==> src/rtl/lprb_pkg.sv <==
// Package for the light pulse ratio byte receiver.
// Holds the beat structs, configuration register indexes, reset values and class codes.
// No dependencies.
package lprb_pkg;

  localparam int SAMPLE_W    = 10;
  localparam int TIME_W      = 32;
  localparam int DELTA_W     = 10;
  localparam int LIMIT_W     = 12;
  localparam int BYTE_W      = 8;
  localparam int RATIO_SHIFT = 10;
  localparam int PROD_W      = TIME_W + LIMIT_W;
  localparam int CFG_ADDR_W  = 3;
  localparam int CFG_DATA_W  = 12;

  localparam logic [CFG_ADDR_W-1:0] CFG_DELTA   = 3'd0;
  localparam logic [CFG_ADDR_W-1:0] CFG_SHORT   = 3'd1;
  localparam logic [CFG_ADDR_W-1:0] CFG_ZERO    = 3'd2;
  localparam logic [CFG_ADDR_W-1:0] CFG_NEUTRAL = 3'd3;
  localparam logic [CFG_ADDR_W-1:0] CFG_ONE     = 3'd4;

  localparam logic [DELTA_W-1:0] DELTA_RST   = 10'd0;
  localparam logic [LIMIT_W-1:0] SHORT_RST   = 12'd307;
  localparam logic [LIMIT_W-1:0] ZERO_RST    = 12'd696;
  localparam logic [LIMIT_W-1:0] NEUTRAL_RST = 12'd737;
  localparam logic [LIMIT_W-1:0] ONE_RST     = 12'd1024;

  typedef enum logic [2:0] {
    CLS_SHORT   = 3'd0,
    CLS_ZERO    = 3'd1,
    CLS_NEUTRAL = 3'd2,
    CLS_ONE     = 3'd3,
    CLS_LONG    = 3'd4
  } bit_class_t;

  typedef struct packed {
    logic [TIME_W-1:0]   timestamp;
    logic [SAMPLE_W-1:0] sample;
  } in_item_t;

  typedef struct packed {
    logic              edge_fell;
    logic              bit_valid;
    bit_class_t        bit_class;
    logic              byte_valid;
    logic [BYTE_W-1:0] byte_value;
  } out_item_t;

  typedef struct packed {
    logic [DELTA_W-1:0] delta_threshold;
    logic [LIMIT_W-1:0] short_limit;
    logic [LIMIT_W-1:0] zero_limit;
    logic [LIMIT_W-1:0] neutral_limit;
    logic [LIMIT_W-1:0] one_limit;
  } cfg_t;

  typedef struct packed {
    logic              fell;
    logic [TIME_W-1:0] first_len;
    logic [TIME_W-1:0] cycle_len;
  } edge_evt_t;

endpackage

==> src/rtl/lprb_cfg.sv <==
// Configuration register file of the light pulse ratio byte receiver.
// Depends on lprb_pkg for the register indexes, reset values and cfg_t.
module lprb_cfg (
  input  logic                             clk,
  input  logic                             rst_n,
  input  logic                             cfg_we,
  input  logic [lprb_pkg::CFG_ADDR_W-1:0] cfg_addr,
  input  logic [lprb_pkg::CFG_DATA_W-1:0] cfg_wdata,
  output lprb_pkg::cfg_t                   cfg
);

  lprb_pkg::cfg_t cfg_r;
  lprb_pkg::cfg_t cfg_nxt;

  always_comb begin
    cfg_nxt = cfg_r;
    if (cfg_we) begin
      unique case (cfg_addr)
        lprb_pkg::CFG_DELTA:   cfg_nxt.delta_threshold = cfg_wdata[lprb_pkg::DELTA_W-1:0];
        lprb_pkg::CFG_SHORT:   cfg_nxt.short_limit     = cfg_wdata;
        lprb_pkg::CFG_ZERO:    cfg_nxt.zero_limit      = cfg_wdata;
        lprb_pkg::CFG_NEUTRAL: cfg_nxt.neutral_limit   = cfg_wdata;
        lprb_pkg::CFG_ONE:     cfg_nxt.one_limit       = cfg_wdata;
        default: ;
      endcase
    end
  end

  always_ff @(posedge clk) begin
    if (!rst_n) begin
      cfg_r.delta_threshold <= lprb_pkg::DELTA_RST;
      cfg_r.short_limit     <= lprb_pkg::SHORT_RST;
      cfg_r.zero_limit      <= lprb_pkg::ZERO_RST;
      cfg_r.neutral_limit   <= lprb_pkg::NEUTRAL_RST;
      cfg_r.one_limit       <= lprb_pkg::ONE_RST;
    end else begin
      cfg_r <= cfg_nxt;
    end
  end

  assign cfg = cfg_r;

endmodule

==> src/rtl/lprb_edge.sv <==
// Edge detector stage: tracks the line level and cycle timing per input beat and
// registers one event per detected edge. Depends on lprb_pkg.
module lprb_edge (
  input  logic                             clk,
  input  logic                             rst_n,
  input  logic                             in_valid,
  output logic                             in_stall,
  input  lprb_pkg::in_item_t               in_data,
  input  logic [lprb_pkg::DELTA_W-1:0]    delta_threshold,
  input  logic                             evt_take,
  output logic                             evt_valid,
  output lprb_pkg::edge_evt_t              evt
);

  logic [lprb_pkg::SAMPLE_W-1:0] edge_level_r, edge_level_nxt;
  logic                          is_high_r, is_high_nxt;
  logic [lprb_pkg::TIME_W-1:0]   cycle_start_r, cycle_start_nxt;
  logic [lprb_pkg::TIME_W-1:0]   first_len_r, first_len_nxt;
  logic                          evt_valid_r, evt_valid_nxt;
  lprb_pkg::edge_evt_t           evt_r, evt_nxt;

  logic                          accept;
  logic                          rise;
  logic                          fall;
  logic [lprb_pkg::TIME_W-1:0]   elapsed;

  assign in_stall = evt_valid_r && !evt_take;
  assign accept   = in_valid && !in_stall;
  assign elapsed  = in_data.timestamp - cycle_start_r;

  assign rise = !is_high_r && (in_data.sample > edge_level_r) &&
                ((in_data.sample - edge_level_r) > delta_threshold);
  assign fall = is_high_r && (edge_level_r > in_data.sample) &&
                ((edge_level_r - in_data.sample) > delta_threshold);

  always_comb begin
    edge_level_nxt  = edge_level_r;
    is_high_nxt     = is_high_r;
    cycle_start_nxt = cycle_start_r;
    first_len_nxt   = first_len_r;
    evt_valid_nxt   = evt_valid_r && !evt_take;
    evt_nxt         = evt_r;
    if (accept && (rise || fall)) begin
      edge_level_nxt    = in_data.sample;
      is_high_nxt       = rise;
      evt_valid_nxt     = 1'b1;
      evt_nxt.fell      = fall;
      evt_nxt.first_len = first_len_r;
      evt_nxt.cycle_len = elapsed;
      if (rise) begin
        first_len_nxt = elapsed;
      end else begin
        cycle_start_nxt = in_data.timestamp;
      end
    end
  end

  always_ff @(posedge clk) begin
    if (!rst_n) begin
      edge_level_r  <= '0;
      is_high_r     <= 1'b0;
      cycle_start_r <= '0;
      first_len_r   <= '0;
      evt_valid_r   <= 1'b0;
    end else begin
      edge_level_r  <= edge_level_nxt;
      is_high_r     <= is_high_nxt;
      cycle_start_r <= cycle_start_nxt;
      first_len_r   <= first_len_nxt;
      evt_valid_r   <= evt_valid_nxt;
    end
  end

  always_ff @(posedge clk) begin
    evt_r <= evt_nxt;
  end

  assign evt_valid = evt_valid_r;
  assign evt       = evt_r;

endmodule

==> src/rtl/lprb_class.sv <==
// Pulse classifier and byte assembler with the result register.
// Compares the first phase against the cycle length by cross-multiplication. Depends on lprb_pkg.
module lprb_class #(
  parameter int BITS_PER_BYTE = 8
) (
  input  logic                 clk,
  input  logic                 rst_n,
  input  logic                 evt_valid,
  input  lprb_pkg::edge_evt_t  evt,
  output logic                 evt_take,
  input  lprb_pkg::cfg_t       cfg,
  output logic                 out_valid,
  input  logic                 out_stall,
  output lprb_pkg::out_item_t  out_data
);

  localparam int CNT_W = $clog2(BITS_PER_BYTE + 1);

  logic [BITS_PER_BYTE-1:0]    shift_r, shift_nxt;
  logic [CNT_W-1:0]            count_r, count_nxt;
  logic                        out_valid_r, out_valid_nxt;
  lprb_pkg::out_item_t         out_r, out_nxt;

  logic                        load;
  logic [lprb_pkg::PROD_W-1:0] phase_scaled;
  logic [lprb_pkg::PROD_W-1:0] prod_short, prod_zero, prod_neutral, prod_one;
  lprb_pkg::bit_class_t        cls;
  logic [BITS_PER_BYTE-1:0]    shift_new;
  logic [CNT_W-1:0]            count_new;

  assign evt_take = !out_valid_r || !out_stall;
  assign load     = evt_valid && evt_take;

  assign phase_scaled = lprb_pkg::PROD_W'(evt.first_len) << lprb_pkg::RATIO_SHIFT;
  assign prod_short   = cfg.short_limit   * evt.cycle_len;
  assign prod_zero    = cfg.zero_limit    * evt.cycle_len;
  assign prod_neutral = cfg.neutral_limit * evt.cycle_len;
  assign prod_one     = cfg.one_limit     * evt.cycle_len;

  always_comb begin
    if (phase_scaled < prod_short) begin
      cls = lprb_pkg::CLS_SHORT;
    end else if (phase_scaled < prod_zero) begin
      cls = lprb_pkg::CLS_ZERO;
    end else if (phase_scaled < prod_neutral) begin
      cls = lprb_pkg::CLS_NEUTRAL;
    end else if (phase_scaled < prod_one) begin
      cls = lprb_pkg::CLS_ONE;
    end else begin
      cls = lprb_pkg::CLS_LONG;
    end
  end

  assign shift_new = (shift_r << 1) | BITS_PER_BYTE'(cls == lprb_pkg::CLS_ONE);
  assign count_new = count_r + CNT_W'(1);

  always_comb begin
    shift_nxt     = shift_r;
    count_nxt     = count_r;
    out_valid_nxt = out_valid_r && out_stall;
    out_nxt       = out_r;
    if (load) begin
      out_valid_nxt      = 1'b1;
      out_nxt.edge_fell  = evt.fell;
      out_nxt.bit_valid  = evt.fell;
      out_nxt.bit_class  = lprb_pkg::CLS_SHORT;
      out_nxt.byte_valid = 1'b0;
      out_nxt.byte_value = '0;
      if (evt.fell) begin
        out_nxt.bit_class = cls;
        if ((cls == lprb_pkg::CLS_ZERO) || (cls == lprb_pkg::CLS_ONE)) begin
          if (count_new == CNT_W'(BITS_PER_BYTE)) begin
            out_nxt.byte_valid = 1'b1;
            out_nxt.byte_value = lprb_pkg::BYTE_W'(shift_new);
            shift_nxt          = '0;
            count_nxt          = '0;
          end else begin
            shift_nxt = shift_new;
            count_nxt = count_new;
          end
        end else begin
          shift_nxt = '0;
          count_nxt = '0;
        end
      end
    end
  end

  always_ff @(posedge clk) begin
    if (!rst_n) begin
      shift_r     <= '0;
      count_r     <= '0;
      out_valid_r <= 1'b0;
    end else begin
      shift_r     <= shift_nxt;
      count_r     <= count_nxt;
      out_valid_r <= out_valid_nxt;
    end
  end

  always_ff @(posedge clk) begin
    out_r <= out_nxt;
  end

  assign out_valid = out_valid_r;
  assign out_data  = out_r;

endmodule

==> src/rtl/light_pulse_ratio_byte_receiver_core.sv <==
// Top level of the light pulse ratio byte receiver.
// Instantiates lprb_cfg, lprb_edge and lprb_class; depends on lprb_pkg.

// The core takes one sample beat per clock cycle while the input is not
// stalled. A beat that causes an edge produces one result beat through the
// edge event register and then the result register. A beat without an edge
// produces nothing. The limiting unit is the classifier, which holds four
// 12 x 32 bit multipliers working in parallel on the registered edge event.
// The input stalls only when an edge event is held because a result still
// waits to be taken. Timestamp differences wrap modulo 2^32. The user
// must write configuration only while the core is idle; it is not enforced.
module light_pulse_ratio_byte_receiver_core #(
  parameter int BITS_PER_BYTE = 8
) (
  input  logic                             clk,
  input  logic                             rst_n,
  input  logic                             in_valid,
  output logic                             in_stall,
  input  lprb_pkg::in_item_t               in_data,
  output logic                             out_valid,
  input  logic                             out_stall,
  output lprb_pkg::out_item_t              out_data,
  input  logic                             cfg_we,
  input  logic [lprb_pkg::CFG_ADDR_W-1:0] cfg_addr,
  input  logic [lprb_pkg::CFG_DATA_W-1:0] cfg_wdata
);

  lprb_pkg::cfg_t      cfg;
  lprb_pkg::edge_evt_t evt;
  logic                evt_valid;
  logic                evt_take;

  lprb_cfg u_cfg (
    .clk       (clk),
    .rst_n     (rst_n),
    .cfg_we    (cfg_we),
    .cfg_addr  (cfg_addr),
    .cfg_wdata (cfg_wdata),
    .cfg       (cfg)
  );

  lprb_edge u_edge (
    .clk             (clk),
    .rst_n           (rst_n),
    .in_valid        (in_valid),
    .in_stall        (in_stall),
    .in_data         (in_data),
    .delta_threshold (cfg.delta_threshold),
    .evt_take        (evt_take),
    .evt_valid       (evt_valid),
    .evt             (evt)
  );

  lprb_class #(
    .BITS_PER_BYTE (BITS_PER_BYTE)
  ) u_class (
    .clk       (clk),
    .rst_n     (rst_n),
    .evt_valid (evt_valid),
    .evt       (evt),
    .evt_take  (evt_take),
    .cfg       (cfg),
    .out_valid (out_valid),
    .out_stall (out_stall),
    .out_data  (out_data)
  );

endmodule

==> config.mk <==
export PLATFORM = sky130hd
export DESIGN_NAME = light_pulse_ratio_byte_receiver_core
export DESIGN_NICKNAME = d
export VERILOG_FILES = /design/src/rtl/lprb_pkg.sv /design/src/rtl/lprb_cfg.sv /design/src/rtl/lprb_edge.sv /design/src/rtl/lprb_class.sv /design/src/rtl/light_pulse_ratio_byte_receiver_core.sv
export SDC_FILE = /design/constraint.sdc
export NUM_CORES = 2
export LEC_CHECK = 0
export BUFFER_PORTS_ARGS = -buffer_cell sky130_fd_sc_hd__buf_4
export CORE_MARGIN = 10
export CORE_UTILIZATION = 50
export CTS_CLUSTER_DIAMETER = 200
export DETAILED_ROUTE_END_ITERATION = 8
export PLACE_DENSITY = 0.68
export SLEW_MARGIN = 5
export SYNTH_ARGS = -nofsm -noshare
export SYNTH_HDL_FRONTEND = slang
export SYNTH_SLANG_ARGS = --single-unit
export TNS_END_PERCENT = 5
==> constraint.sdc <==
create_clock -name clk -period 14.8 [get_ports clk]
set_input_delay 0.74 -clock clk [delete_from_list [all_inputs] [get_ports clk]]
set_output_delay 0.74 -clock clk [all_outputs]
set_load 0.03 [all_outputs]
Yosys cells after proc, flatten, opt, wreduce, memory -nomap -nowiden --
Cells that the tools add are included.
Word-level totals: flip-flop bits (word level) 224, input port bits 62, output and inout bits 16, word-level logic and storage cells 84
Operators by class: add/subtract/negate cells 4, multipliers 4, order comparisons 8, equality and inequality tests 7, multiplexer cells 11, bitwise logic cells 2, reductions and logical operators 28
Operators with widths (count):
- $lt 42x44->1 | 4
- $mul 12x32->44 | 4
- $gt 10x10->1 | 4
- $sub 32x32->32 | 1
- $sub 10x10->10 | 2
- $reduce_and 2->1 | 9
- $mux 7 | 2
- $mux 3 | 4
- $eq 3x2->1 const B | 3
- $logic_and 1x1->1 | 9
- $mux 9 | 1
- $mux 4 | 2
- $or 8x1->8 | 1
- $eq 3x1->1 const B | 2
- $logic_not 1->1 | 5
- $add 4x1->4 const B | 1
- $eq 4x4->1 const B | 1
- $eq 3x3->1 const B | 1
- $logic_not 3->1 | 1
- $logic_or 1x1->1 | 3
- $reduce_and 3->1 | 1
- $mux 1 | 2
- $not 1->1 | 1

Longest topological paths before layout --
word-level depth 10, mapped depth 38, gate-level depth less buffers 35

Cells and area by module --
A second synthesis with hierarchy kept.
Unflattened totals: cell total of the unflattened synthesis 7126, area total of the unflattened synthesis 61193.7 µm²
By module, submodules not included:
- lprb_class | times used 1, cells an instance 6102, area an instance 51030.2 µm², seq. area each 630.6 µm²
- lprb_edge | times used 1, cells an instance 805, area an instance 7901.3 µm², seq. area each 3473.3 µm²
- lprb_cfg | times used 1, cells an instance 219, area an instance 2262.2 µm², seq. area each 1161.1 µm²

Worst setup path after synthesis --
No wires, ideal clock.
path type reg2reg, start register u_edge.evt_r (netlist bit u_edge.evt[12]), end register u_class.out_r (netlist bit u_class.out_data[0]) (data pin), setup time 256 ps, data arrival time 8098 ps, required time 14544 ps, path slack 6446 ps, cell stages (with the launch flop) 38, path buffers 4, period minus slack after synthesis 8354 ps, path through edfxtp_1 -> clkbuf_1 -> clkbuf_1 -> nand2_1 -> fa_1 -> inv_1 -> fa_1 -> fa_1 -> fa_1 -> inv_1 -> fa_1 -> inv_1 -> ha_1 -> clkbuf_1 -> a31o_2 -> a211oi_2 -> nand2b_1 -> nor4b_2 -> (+2 left out) -> a21o_1 -> a21oi_1 -> o21bai_1 -> a21oi_1 -> xor2_1 -> ha_1 -> and3_1 -> nand3_1 -> nor4_1 -> nand2_1 -> nor4_1 -> o2111ai_1 -> a21oi_1 -> o211a_1 -> nand3_2 -> and4_1 -> buf_4 -> and4b_1
On the way: word-level cells in the longest chain between the ends 9, elaborated cells on any way between the ends 17, classes of those cells 4 x mul; 4 x order compare; 2 x eq/ne; 4 x mux; 1 x bitwise; 2 x reduce/logical
Ends and longest elaborated chain:
- start: declaration | line lprb_edge.sv:20 | lprb_pkg::edge_evt_t evt_r, evt_nxt;
- start signal: assignment | line lprb_edge.sv:75 | evt_r <= evt_nxt;
- $mul 12x32->44 | line lprb_class.sv:38 | assign prod_one = cfg.one_limit * evt.cycle_len;
- $lt 42x44->1 | line lprb_class.sv:47 | end else if (phase_scaled < prod_one) begin
- $mux 3 | line lprb_class.sv:47
- $mux 3 | line lprb_class.sv:45 | end else if (phase_scaled < prod_neutral) begin
- $mux 3 | line lprb_class.sv:43 | end else if (phase_scaled < prod_zero) begin
- $mux 3 (*) | line lprb_class.sv:41 | if (phase_scaled < prod_short) begin
- $eq 3x1->1 / $eq 3x2->1 (equally long branches) | line lprb_class.sv:71, lprb_class.sv:54
- $logic_or 1x1->1 | line lprb_class.sv:71 | if ((cls == lprb_pkg::CLS_ZERO) || (cls == lprb_pkg::CLS_ONE)) begin
- $reduce_and 3->1 (no line)
- end signal: assignment | line lprb_class.sv:102 | out_r <= out_nxt;
- end: declaration | line lprb_class.sv:22 | lprb_pkg::out_item_t out_r, out_nxt;
Every way passes the cells marked *; elsewhere a longest branch is shown, timed or not. A chain may end at the register's enable or synchronous reset.

Worst setup path in the final report --
start register u_edge.evt_r (netlist bit u_edge.evt[13]), end register u_class.out_r (netlist bit u_class.out_data[0]) (data pin)
Same word-level chain as after synthesis.

==> run metrics <==
status=finished clean; data required time of the critical path=15.13 ns; effective utilization at floorplan=0.5045; Post-Place Setup Slack=3.376 ns; number of buffers created by CTS=27; die outline area=135700 um2; total nets after synthesis=8933; shortest period the worst path allows=11.18 ns; pin count of the biggest net entering global routing=68; count of flip-flops with a built-in enable after synthesis=78; Critical Path End Type=flip-flop; layout net count=8753; share of synthesized area occupied by flip-flops and latches=0.08676; number of clock sinks seen by CTS=224; Fin. Hold Viols=0; Crit path top cell by count=fa_1; RSZ-0062 raised after global routing=no; Post-synth ARST share=0; share of post-route cells with drive strength above 1=0.03768; CTS root buf=clkbuf_16; cell area after synthesis=60690 um2; ranking of synthesized cells by area=fa_1 40%, ha_1 11%, inv_1 9.2%; Skew-Pair Late Insertion Delay=0.60 ns; average cell area after synthesis=8.500 um2; number of fill cells=11280; highest-count cells in the layout ignoring fill and taps=1486 x inv_1, 1341 x nand2_1, 1203 x fa_1; GR Util All Layers=0.2444; count of nets left with antenna violations after detail routing=0; area of the core region=120300 um2; max-cap violation count=0; number of input and output port buffers inserted=77; class of the worst hold path=in2reg; std cell rows=127; most instantiated flip-flop cell in the synthesis netlist=dfxtp_1; Critical Path Source Type=flip-flop; crit path setup slack, layout=3.620 ns; maximum root-to-sink buffer count=3; Slew Limit Fails=0; initial antenna violation count=3; layout-stage area growth over the synthesis result=4.694%; Relative slew margins=0.07906; drt first-iter violations=3195; Worst path top cell family by delay=simple AND/OR/NAND/NOR gates; CP Class=reg2reg; First-pass DRT Iterations=6; TritonCTS clock tree=done; Peak Freq=89.44 MHz; total via count in the routed design=47210; Chip Height=368.4 um; Yosys top cell area share=0.3968; overall overflow remaining after global route=0; # IOs=78; synth unique cells=82; die width=368.4 um; final WL=163.0 mm; #FFs+latches synth=224; DRC viols=0; most common library cell in the layout ignoring fill and taps=inv_1; number of setup violations in the final report=0; CP max FO=33; Routed wire per std cell=18.97 um; first-pass GRT wire length=268.6 mm; Diodes inserted=0; ratio of final minimum period to clock period=0.7554; critical path's largest stage delay=1.17 ns; transition at the pin with the smallest max-transition slack=1.369 ns; total number of yosys warnings=0; sum of negative setup slack=0 ns; count of mapped cells out of synthesis=7140; detailed-route vias per instance=5.494; post-CTS setup repair buffer count=0; number of global-route vias before repair=49840; library cell contributing the largest single delay on the critical path=nor4_1; signal arrival time at the worst endpoint=11.51 ns; number of buffer and inverter stages on the critical path=5; cts repair resizes=0; cts hold-fix bufs=0; detailed-placement wirelength estimate=123.1 mm; area leader, netlist=fa_1; final weighted congestion of routability-driven global placement=0.9294; worst clock skew on the final layout=0.03124 ns; clock slew seen by the registers of the worst setup and hold paths=0.07 ns; htree depth=1
worst paths after layout:
kind / startpoint / slack (ns) / depth (start not counted) / end
hold / removal: in_data[24] / 0.39 / 3 / u_edge.cycle_start_r[14]
setup reg to reg: u_edge.evt[13] / 3.62 / 35 / u_class.out_data[0]
hold reg to reg: u_edge.first_len_r[22] / 0.42 / 0 / u_edge.evt[54]
setup / recovery: u_edge.evt[13] / 3.62 / 35 / u_class.out_data[0]
cell type report:
| type | instances | area [um2] | area share |
|---|---|---|---|
| Clock buffer | 30 | 708.2 | 0.01115 |
| Clock inverter | 19 | 262.8 | 0.004135 |
| Inverter | 1488 | 5588 | 0.08795 |
| Multi-Input combinational cell | 5056 | 48450 | 0.7625 |
| Sequential cell | 224 | 5288 | 0.08322 |
| Tap cell | 1612 | 2017 | 0.03174 |
| Timing Repair Buffer | 163 | 1224 | 0.01926 |
kinds of logic (layout without fill, tap and decap cells):
family	after synthesis	count (layout)	share of synthesized area
AO/OA/AOI/OAI	763	763	0.08028
XOR/XNOR	186	186	0.02684
adder cells (fa/ha/maj)	1731	1731	0.5057
buffers and inverters	1860	1700	0.1152
flip-flops	224	224	0.08676
multiplexers	65	65	0.01072
AND/OR/NAND/NOR	2311	2311	0.1745
sequential cells by signal, indices dropped and copies added (netlist names):
signal	flops
u_edge.is_high_r	1
u_class.out_data	13
u_edge.evt_valid	1
u_edge.evt	65
u_edge.cycle_start_r	32
u_class.out_valid	1
u_class.count_r	4
u_edge.first_len_r	32
u_edge.edge_level_r	10
u_cfg.cfg	58
u_class.shift_r	7
per-stage QoR:
step | hold WS (ns) | instances | util | cell area (um2)
after floorplan | 0.4001 | 7140 | - | 60690
after global placement | 0.4127 | 8542 | 0.5199 | 62540
after detailed placement | 0.4123 | 8542 | 0.5199 | 62540
after CTS | 0.3704 | 8591 | 0.5280 | 63510
after global routing | 0.3904 | 8592 | 0.5282 | 63540
final | 0.3920 | 8592 | 0.5282 | 63540
synthesized netlist by cell type (9+ instances only):
cell          n
nand4_1      39
nor3_1       38
or3_1        20
nand2_1    1341
nor4_1       16
xor2_1       85
or2_2         9
nor2_1      195
o2111ai_1     9
fa_1       1203
and2_1      456
edfxtp_1     78
and4_1        9
inv_1      1488
nand3_1      67
nor2b_1      30
a21o_1      115
o21ai_0     116
dfxtp_1     146
mux2i_1      65
o31ai_1      14
o21bai_1     35
a31oi_1      20
o21a_1       33
nand2b_1     35
clkbuf_1    364
ha_1        528
a21oi_1     284
a211oi_1     25
o211ai_1     13
xnor2_1     101
and3_1       26
routing by layer:
metal	wire length, um	GRT usage
met5	13	0
met4	7183	0.09436
met3	12370	0.03725
met2	77320	0.4080
met1	66110	0.3187
tightest hold or removal path, delay by kind of cell:
| family | cells | cell delay, ns |
|---|---|---|
| buf+inv | 1 | 0.09 |
| mux | 1 | 0.06 |
| simple gates | 1 | 0.07 |
Power is left out: the tool's default activity adds up to more than one toggle a clock period on the data nets, which glitch-free logic cannot reach.
